`config.mk`:
```
export PLATFORM = sky130hd
export DESIGN_NAME = atan2_polynomial_approx_core
export DESIGN_NICKNAME = d
export VERILOG_FILES = /design/src/rtl/atan2pa_pkg.sv /design/src/rtl/atan2_polynomial_approx_core.sv /design/src/rtl/atan2pa_div.sv /design/src/rtl/atan2pa_poly.sv
export SDC_FILE = /design/constraint.sdc
export NUM_CORES = 2
export LEC_CHECK = 0
export BUFFER_PORTS_ARGS = -buffer_cell sky130_fd_sc_hd__buf_2
export CAP_MARGIN = 5
export CORE_MARGIN = 10
export CORE_UTILIZATION = 45
export DETAILED_ROUTE_END_ITERATION = 10
export PLACE_DENSITY_LB_ADDON = 0.05
export SKIP_CTS_REPAIR_TIMING = 1
export SLEW_MARGIN = 10
export SYNTH_ARGS = -nofsm -noshare
export SYNTH_HDL_FRONTEND = slang
export SYNTH_SLANG_ARGS = --single-unit
```
`constraint.sdc`:
```
create_clock -name clk -period 32.3 [get_ports clk]
set_input_delay 3.23 -clock clk [delete_from_list [all_inputs] [get_ports clk]]
set_output_delay 3.23 -clock clk [all_outputs]
set_load 0.005 [all_outputs]
```
`src/rtl/atan2pa_pkg.sv`:
```
// ----------------------------------------------------------------------------
// atan2pa_pkg
// Shared constants and types for the pipelined atan2 polynomial core.
// ----------------------------------------------------------------------------
package atan2pa_pkg;

	localparam int INPUT_WIDTH_DEF = 16;

	// ratio magnitude in Q1.15, 0..32768
	localparam int FRAC_Z = 15;
	localparam int A_W    = FRAC_Z + 1;

	// restoring divider: two quotient bits per stage
	localparam int DIV_STAGES = A_W / 2;

	localparam int ANGLE_W = 16;
	localparam int P13_W   = 13;
	localparam int INNER_W = 15;
	localparam int A2_W    = 16;
	localparam int T_W     = 29;
	localparam int PROD_W  = 31;

	localparam logic [INNER_W-1:0]        COEF_N1     = 15'd31863;
	localparam logic [12:0]               COEF_N2_MAG = 13'd6290;
	localparam logic signed [ANGLE_W-1:0] PI_Q13      = 16'sd25736;
	localparam logic signed [ANGLE_W-1:0] HALF_PI_Q13 = 16'sd12868;

	// per-item control that rides along with the arithmetic
	typedef struct packed {
		logic signed [ANGLE_W-1:0] base;
		logic                      use_cubic;
		logic                      neg;
	} side_t;

endpackage

```
`src/rtl/atan2_polynomial_approx_core.sv`:
```
// ----------------------------------------------------------------------------
// atan2_polynomial_approx_core
// Fixed-point atan2(y, x) with the ratio through a cubic, angle in Q3.13.
// ----------------------------------------------------------------------------
// pipeline stages from input transfer to result valid:
//   (1 select stage, 8 divider stages, 4 polynomial stages, 1 output stage)
// throughput: one transfer per cycle; the whole pipe holds while a result waits
// reset clears every valid bit; data registers are not reset
module atan2_polynomial_approx_core import atan2pa_pkg::*; #(
	parameter int INPUT_WIDTH = INPUT_WIDTH_DEF
) (
	input  logic                          clk,
	input  logic                          arst_n,
	input  logic                          in_valid,
	output logic                          in_ready,
	input  logic signed [INPUT_WIDTH-1:0] y_value,
	input  logic signed [INPUT_WIDTH-1:0] x_value,
	output logic                          out_valid,
	input  logic                          out_ready,
	output logic signed [ANGLE_W-1:0]     angle
);

	localparam int W = INPUT_WIDTH;

	logic en;

	logic [W-1:0] ymag, xmag;
	logic         swap;
	side_t        side_c;

	logic         valid_s1;
	logic [W-1:0] num_s1, den_s1;
	side_t        side_s1;

	logic           div_valid;
	logic [A_W-1:0] div_quo;
	side_t          div_side;

	logic             poly_valid;
	logic [P13_W-1:0] poly_p13;
	side_t            poly_side;

	logic signed [ANGLE_W-1:0] cubic_term;
	logic                      valid_q;
	logic signed [ANGLE_W-1:0] angle_q;

	assign en       = !valid_q || out_ready;
	assign in_ready = en;

	// operand selection and angle offsets
	always_comb begin
		ymag = y_value[W-1] ? W'(-y_value) : W'(y_value);
		xmag = x_value[W-1] ? W'(-x_value) : W'(x_value);
		swap = xmag < ymag;
		side_c = '0;
		if (x_value == '0) begin
			side_c.use_cubic = 1'b0;
			side_c.neg       = 1'b0;
			if (y_value[W-1]) begin
				side_c.base = -HALF_PI_Q13;
			end else if (y_value != '0) begin
				side_c.base = HALF_PI_Q13;
			end else begin
				side_c.base = '0;
			end
		end else if (!swap) begin
			side_c.use_cubic = 1'b1;
			side_c.neg       = y_value[W-1] ^ x_value[W-1];
			if (x_value[W-1]) begin
				side_c.base = y_value[W-1] ? -PI_Q13 : PI_Q13;
			end else begin
				side_c.base = '0;
			end
		end else begin
			// pi/2 with the sign of y, minus the cubic of x/y
			side_c.use_cubic = 1'b1;
			side_c.neg       = !(y_value[W-1] ^ x_value[W-1]);
			side_c.base      = y_value[W-1] ? -HALF_PI_Q13 : HALF_PI_Q13;
		end
	end

	always_ff @(posedge clk or negedge arst_n) begin
		if (!arst_n) begin
			valid_s1 <= 1'b0;
		end else if (en) begin
			valid_s1 <= in_valid;
		end
	end

	always_ff @(posedge clk) begin
		if (en) begin
			num_s1  <= swap ? xmag : ymag;
			den_s1  <= swap ? ymag : xmag;
			side_s1 <= side_c;
		end
	end

	atan2pa_div #(
		.W(W)
	) u_div (
		.clk      (clk),
		.arst_n   (arst_n),
		.en       (en),
		.in_valid (valid_s1),
		.num      (num_s1),
		.den      (den_s1),
		.in_side  (side_s1),
		.out_valid(div_valid),
		.quo      (div_quo),
		.out_side (div_side)
	);

	atan2pa_poly u_poly (
		.clk      (clk),
		.arst_n   (arst_n),
		.en       (en),
		.in_valid (div_valid),
		.a        (div_quo),
		.in_side  (div_side),
		.out_valid(poly_valid),
		.p13      (poly_p13),
		.out_side (poly_side)
	);

	always_comb begin
		if (!poly_side.use_cubic) begin
			cubic_term = '0;
		end else if (poly_side.neg) begin
			cubic_term = -$signed({{(ANGLE_W-P13_W){1'b0}}, poly_p13});
		end else begin
			cubic_term = $signed({{(ANGLE_W-P13_W){1'b0}}, poly_p13});
		end
	end

	always_ff @(posedge clk or negedge arst_n) begin
		if (!arst_n) begin
			valid_q <= 1'b0;
		end else if (en) begin
			valid_q <= poly_valid;
		end
	end

	always_ff @(posedge clk) begin
		if (en) begin
			angle_q <= poly_side.base + cubic_term;
		end
	end

	assign out_valid = valid_q;
	assign angle     = angle_q;

endmodule

```
`src/rtl/atan2pa_div.sv`:
```
// ----------------------------------------------------------------------------
// atan2pa_div
// Pipelined restoring divider: a = floor(num * 2^15 / den) for num <= den.
// ----------------------------------------------------------------------------
module atan2pa_div import atan2pa_pkg::*; #(
	parameter int W = INPUT_WIDTH_DEF
) (
	input  logic           clk,
	input  logic           arst_n,
	input  logic           en,
	input  logic           in_valid,
	input  logic [W-1:0]   num,
	input  logic [W-1:0]   den,
	input  side_t          in_side,
	output logic           out_valid,
	output logic [A_W-1:0] quo,
	output side_t          out_side
);

	logic           valid_s [DIV_STAGES];
	logic [W-1:0]   rem_s   [DIV_STAGES];
	logic [W-1:0]   den_s   [DIV_STAGES];
	logic [A_W-1:0] q_s     [DIV_STAGES];
	side_t          side_s  [DIV_STAGES];

	// one shift-compare-subtract step; msb of the result is the quotient bit
	function automatic logic [W:0] shift_step(input logic [W-1:0] rem,
			input logic [W-1:0] d);
		logic [W:0] r2;
		logic [W:0] diff;
		r2   = {rem, 1'b0};
		diff = r2 - {1'b0, d};
		if (r2 >= {1'b0, d}) begin
			return {1'b1, diff[W-1:0]};
		end else begin
			return {1'b0, r2[W-1:0]};
		end
	endfunction

	for (genvar k = 0; k < DIV_STAGES; k++) begin : g_stage
		logic [W:0]     st_a;
		logic [W:0]     st_b;
		logic [W-1:0]   rem_in;
		logic [W-1:0]   den_in;
		logic [A_W-1:0] q_in;
		logic           valid_in;
		side_t          side_in;

		if (k == 0) begin : g_first
			logic [W-1:0] diff0;

			// leading bit: num may equal den, so no shift here
			always_comb begin
				diff0    = num - den;
				st_a     = (num >= den) ? {1'b1, diff0} : {1'b0, num};
				st_b     = shift_step(st_a[W-1:0], den);
				rem_in   = st_b[W-1:0];
				q_in     = A_W'({st_a[W], st_b[W]});
				den_in   = den;
				valid_in = in_valid;
				side_in  = in_side;
			end
		end else begin : g_rest
			always_comb begin
				st_a     = shift_step(rem_s[k-1], den_s[k-1]);
				st_b     = shift_step(st_a[W-1:0], den_s[k-1]);
				rem_in   = st_b[W-1:0];
				q_in     = {q_s[k-1][A_W-3:0], st_a[W], st_b[W]};
				den_in   = den_s[k-1];
				valid_in = valid_s[k-1];
				side_in  = side_s[k-1];
			end
		end

		always_ff @(posedge clk or negedge arst_n) begin
			if (!arst_n) begin
				valid_s[k] <= 1'b0;
			end else if (en) begin
				valid_s[k] <= valid_in;
			end
		end

		always_ff @(posedge clk) begin
			if (en) begin
				rem_s[k]  <= rem_in;
				den_s[k]  <= den_in;
				q_s[k]    <= q_in;
				side_s[k] <= side_in;
			end
		end
	end

	assign out_valid = valid_s[DIV_STAGES-1];
	assign quo       = q_s[DIV_STAGES-1];
	assign out_side  = side_s[DIV_STAGES-1];

endmodule

```
`src/rtl/atan2pa_poly.sv`:
```
// ----------------------------------------------------------------------------
// atan2pa_poly
// Four-stage evaluation of the odd cubic n1*a + n2*a^3, rounded to Q0.13.
// ----------------------------------------------------------------------------
module atan2pa_poly import atan2pa_pkg::*; (
	input  logic             clk,
	input  logic             arst_n,
	input  logic             en,
	input  logic             in_valid,
	input  logic [A_W-1:0]   a,
	input  side_t            in_side,
	output logic             out_valid,
	output logic [P13_W-1:0] p13,
	output side_t            out_side
);

	localparam logic [PROD_W-1:0] HALF = PROD_W'(1) << (FRAC_Z - 1);

	logic               valid_s1, valid_s2, valid_s3, valid_s4;
	side_t              side_s1, side_s2, side_s3, side_s4;
	logic [A_W-1:0]     a_s1, a_s2;
	logic [2*A_W-1:0]   sq_s1;
	logic [T_W-1:0]     t_s2;
	logic [PROD_W-1:0]  prod_s3;
	logic [P13_W-1:0]   p13_s4;

	logic [2*A_W-1:0]   sq_rnd;
	logic [A2_W-1:0]    a2;
	logic [T_W-1:0]     t_rnd;
	logic [INNER_W-1:0] inner;
	logic [PROD_W-1:0]  prod_rnd;
	logic [A_W:0]       p15_rnd;

	always_comb begin
		sq_rnd   = sq_s1 + (2*A_W)'(HALF);
		a2       = sq_rnd[FRAC_Z +: A2_W];
		t_rnd    = t_s2 + T_W'(HALF);
		inner    = COEF_N1 - INNER_W'(t_rnd[T_W-1:FRAC_Z]);
		prod_rnd = prod_s3 + HALF;
		p15_rnd  = {1'b0, prod_rnd[FRAC_Z +: A_W]} + (A_W+1)'(2);
	end

	always_ff @(posedge clk or negedge arst_n) begin
		if (!arst_n) begin
			valid_s1 <= 1'b0;
			valid_s2 <= 1'b0;
			valid_s3 <= 1'b0;
			valid_s4 <= 1'b0;
		end else if (en) begin
			valid_s1 <= in_valid;
			valid_s2 <= valid_s1;
			valid_s3 <= valid_s2;
			valid_s4 <= valid_s3;
		end
	end

	always_ff @(posedge clk) begin
		if (en) begin
			a_s1    <= a;
			sq_s1   <= a * a;
			side_s1 <= in_side;

			a_s2    <= a_s1;
			t_s2    <= T_W'(a2) * T_W'(COEF_N2_MAG);
			side_s2 <= side_s1;

			prod_s3 <= PROD_W'(inner) * PROD_W'(a_s2);
			side_s3 <= side_s2;

			p13_s4  <= p15_rnd[2 +: P13_W];
			side_s4 <= side_s3;
		end
	end

	assign out_valid = valid_s4;
	assign p13       = p13_s4;
	assign out_side  = side_s4;

endmodule
```
==> out/summary.txt <==
gr ovfl total -> 0
arrival time worst endpoint -> 8580 ps
yosys warns -> 0
Post-Syn Instances -> 4753
Die Wd -> 354.4 um
Clk Latency, worst-skew pair -> 640 ps
Max stage delay cell, worst path -> fa_1
pin count of the biggest net entering global routing -> 80
global-route wire length before repair -> 179.5 mm
share of cells above drive strength 1 -> 8.617%
Fin Setup TNS -> 0 ps
synth unique cells -> 93
I/O Buffers -> 53
Wirelength per Cell -> 17.12 um
crit start category -> flop
DRT antenna net count -> 0
Max-Cap Viols -> 0
sequential area share after synthesis -> 32.99%
Seq. cell area -> 0.01660 mm^2
Mapped Nets -> 5729
drt pass-1 iters -> 6
async set or reset register ratio after synthesis -> 2.523%
CTS Buf Count -> 67
area grow syn2layout -> 8.588%
CTS tree -> built
Max-slew headroom -> 34.09%
DIE HEIGHT -> 354.4 um
core area -> 0.1108 mm^2
gpl congestion -> 0.8384
dpl hpwl -> 85.88 mm
Tmin final -> 8228 ps
Worst Hold Class -> reg2reg
Via Count -> 33150
Seq cells post-synth -> 555
Worst setup EP type -> flop
final WL -> 108.9 mm
Fin. Hold Viols -> 0
Reg clk slew, reported paths -> 60 ps
initial antenna violation count -> 1
R2R Setup Slk -> 24070 ps
Main synth FF type -> edfxtp_1
most common cell after layout, fill and taps aside -> inv_1
fin. max-slew vios -> 0
syn avg cell area -> 10.58 um^2
FP Rows -> 122
CP Max Fanout -> 21
Post-Place Worst Slack -> 24070 ps
hold path start -> u_div.q_s[1][26]
Required @ worst endpoint -> 32660 ps
cell taking the most area after synthesis -> edfxtp_1
total I/O pin count -> 54
skew final -> 23.82 ps
Initial DRC Count -> 1806
reg-to-reg startpoint -> u_poly.t_s2[14]
Endpoint, Worst Hold -> u_div.q_s[1][44]
Post-synth EDFFs -> 541
cells taking the most area after synthesis -> edfxtp_1, fa_1, ha_1
GRT Util Overall -> 17.46%
Slew @ Worst Pin -> 963.7 ps
clk root buf -> clkbuf_16
number of global-route vias before repair -> 33348
status -> finished, final reports clean
clk buf depth -> 3
die area -> 0.1256 mm^2
Crit Path Class -> reg2reg
most frequent cells in the layout -> inv_1, ha_1, edfxtp_1, fa_1, nand2_1
vias per cell -> 5.210
fin crit share -> 25.47%
reg-to-reg endpoint -> u_poly.prod_s3[29]
clk sink count -> 555
post-route setup slack -> 24070 ps
share of the synthesized area in the top cell type -> 32.29%
RSZ-0062 raised after global routing -> false
# nets final -> 5796
# setup viols final -> 0
fmax -> 0.1215 GHz
largest stage delay on the critical path -> 540 ps
hold depth -> 0
synthesized area -> 0.05031 mm^2
CP most frequent cell -> fa_1
area of the multi-input gates -> 0.03075 mm^2
DRC -> 0
R2R depth -> 30
# fillers -> 10319
# H-tree levels -> 3
Initial Util -> 45.40%
-- worst max-delay path by stage --
stage | startpoint | end | slack [ps] | cells after the start
6_report | u_poly.t_s2[14] | u_poly.prod_s3[29] | 24070 | 30
4_1_cts | u_poly.t_s2[14] | u_poly.prod_s3[29] | 24050 | 30
3_3_place_gp | u_poly.t_s2[14] | u_poly.prod_s3[29] | 24190 | 30
5_1_grt | u_poly.t_s2[14] | u_poly.prod_s3[29] | 23560 | 30
3_5_place_dp | u_poly.t_s2[14] | u_poly.prod_s3[29] | 24070 | 30
2_1_floorplan | out_ready | in_ready | 10700 | 3
-- flip-flops by register name, summed over array words and instances (netlist names), 7 cells and up --
| signal | cells |
|---|---|
| angle | 16 |
| den_s1 | 16 |
| num_s1 | 16 |
| side_s1 | 8 |
| u_div.den_s | 112 |
| u_div.g_stage.valid_in | 7 |
| u_div.q_s | 72 |
| u_div.rem_s | 112 |
| u_div.side_s | 64 |
| u_poly.a_s1 | 15 |
| u_poly.a_s2 | 16 |
| u_poly.out_side | 8 |
| u_poly.p13 | 13 |
| u_poly.prod_s3 | 16 |
| u_poly.side_s1 | 8 |
| u_poly.side_s2 | 8 |
| u_poly.side_s3 | 8 |
| u_poly.sq_s1 | 18 |
| u_poly.t_s2 | 15 |
-- metrics by stage --
step	area [um^2]	instances	util (%)	hold slack, ps
after floorplan	50310	4753	-	400.3
after global placement	52390	6239	47.27	400.3
after detailed placement	52390	6239	47.27	404.5
after CTS	54630	6362	49.29	411.6
after global routing	54630	6362	49.29	421.0
final	54630	6363	49.30	412.7
-- per-layer routing --
metal | track usage [%] | share of wire (%) | up-vias
li1 | - | - | 16517
met1 | 25.11 | 50 | 16071
met2 | 27.78 | 45 | 444
met3 | 2.272 | 3.2 | 118
met4 | 4.094 | 2.0 | 0
met5 | 0 | 0 | -
-- cells by family (layout without fill, tap and decap cells) --
kind of cell | count (synthesis) | count (layout) | synth area share, %
AND/OR/NAND/NOR | 1159 | 1159 | 11.50
other | 0 | 1 | 0
adder cells (fa/ha/maj) | 941 | 941 | 29.04
multiplexers | 198 | 198 | 4.422
XOR/XNOR | 340 | 340 | 5.919
flip-flops | 555 | 555 | 32.99
AO/OA/AOI/OAI | 773 | 773 | 10.18
buffers and inverters | 787 | 908 | 5.951
-- synthesized netlist by cell type (35+ instances only) --
master / instances
nor3_1: 70
nor2b_1: 88
and2_1: 151
o21ai_0: 156
nor2_1: 218
nand2_1: 333
ha_1: 562
inv_1: 686
and3_1: 35
xor2_1: 127
mux2_2: 162
nand4_1: 41
a21oi_1: 211
nand3_1: 68
xnor2_1: 213
a21o_1: 112
nand2b_1: 73
edfxtp_1: 541
clkbuf_1: 85
o21a_1: 41
fa_1: 378
-- cell type report --
type	count	share of cell area, %
clock inverter	42	0.8612
inverter	687	4.720
multi-input combinational	3411	56.28
tap	1488	3.408
timing repair buffer	98	1.104
clock buffer	81	3.241
antenna	1	0.004581
sequential	555	30.38
-- worst max-delay path: cells and delay by family, from the launching register on --
family                   cells  cell delay (ps)
adder cells (fa/ha/maj)      8             3530
AO/OA/AOI/OAI               12             2630
buffers and inverters        4              530
AND/OR/NAND/NOR              3              510
flip-flops                   1              430
XOR/XNOR                     3              310
Power is not shown: default switching activity piles up to over one toggle a cycle in this logic, so the estimate is an artifact.
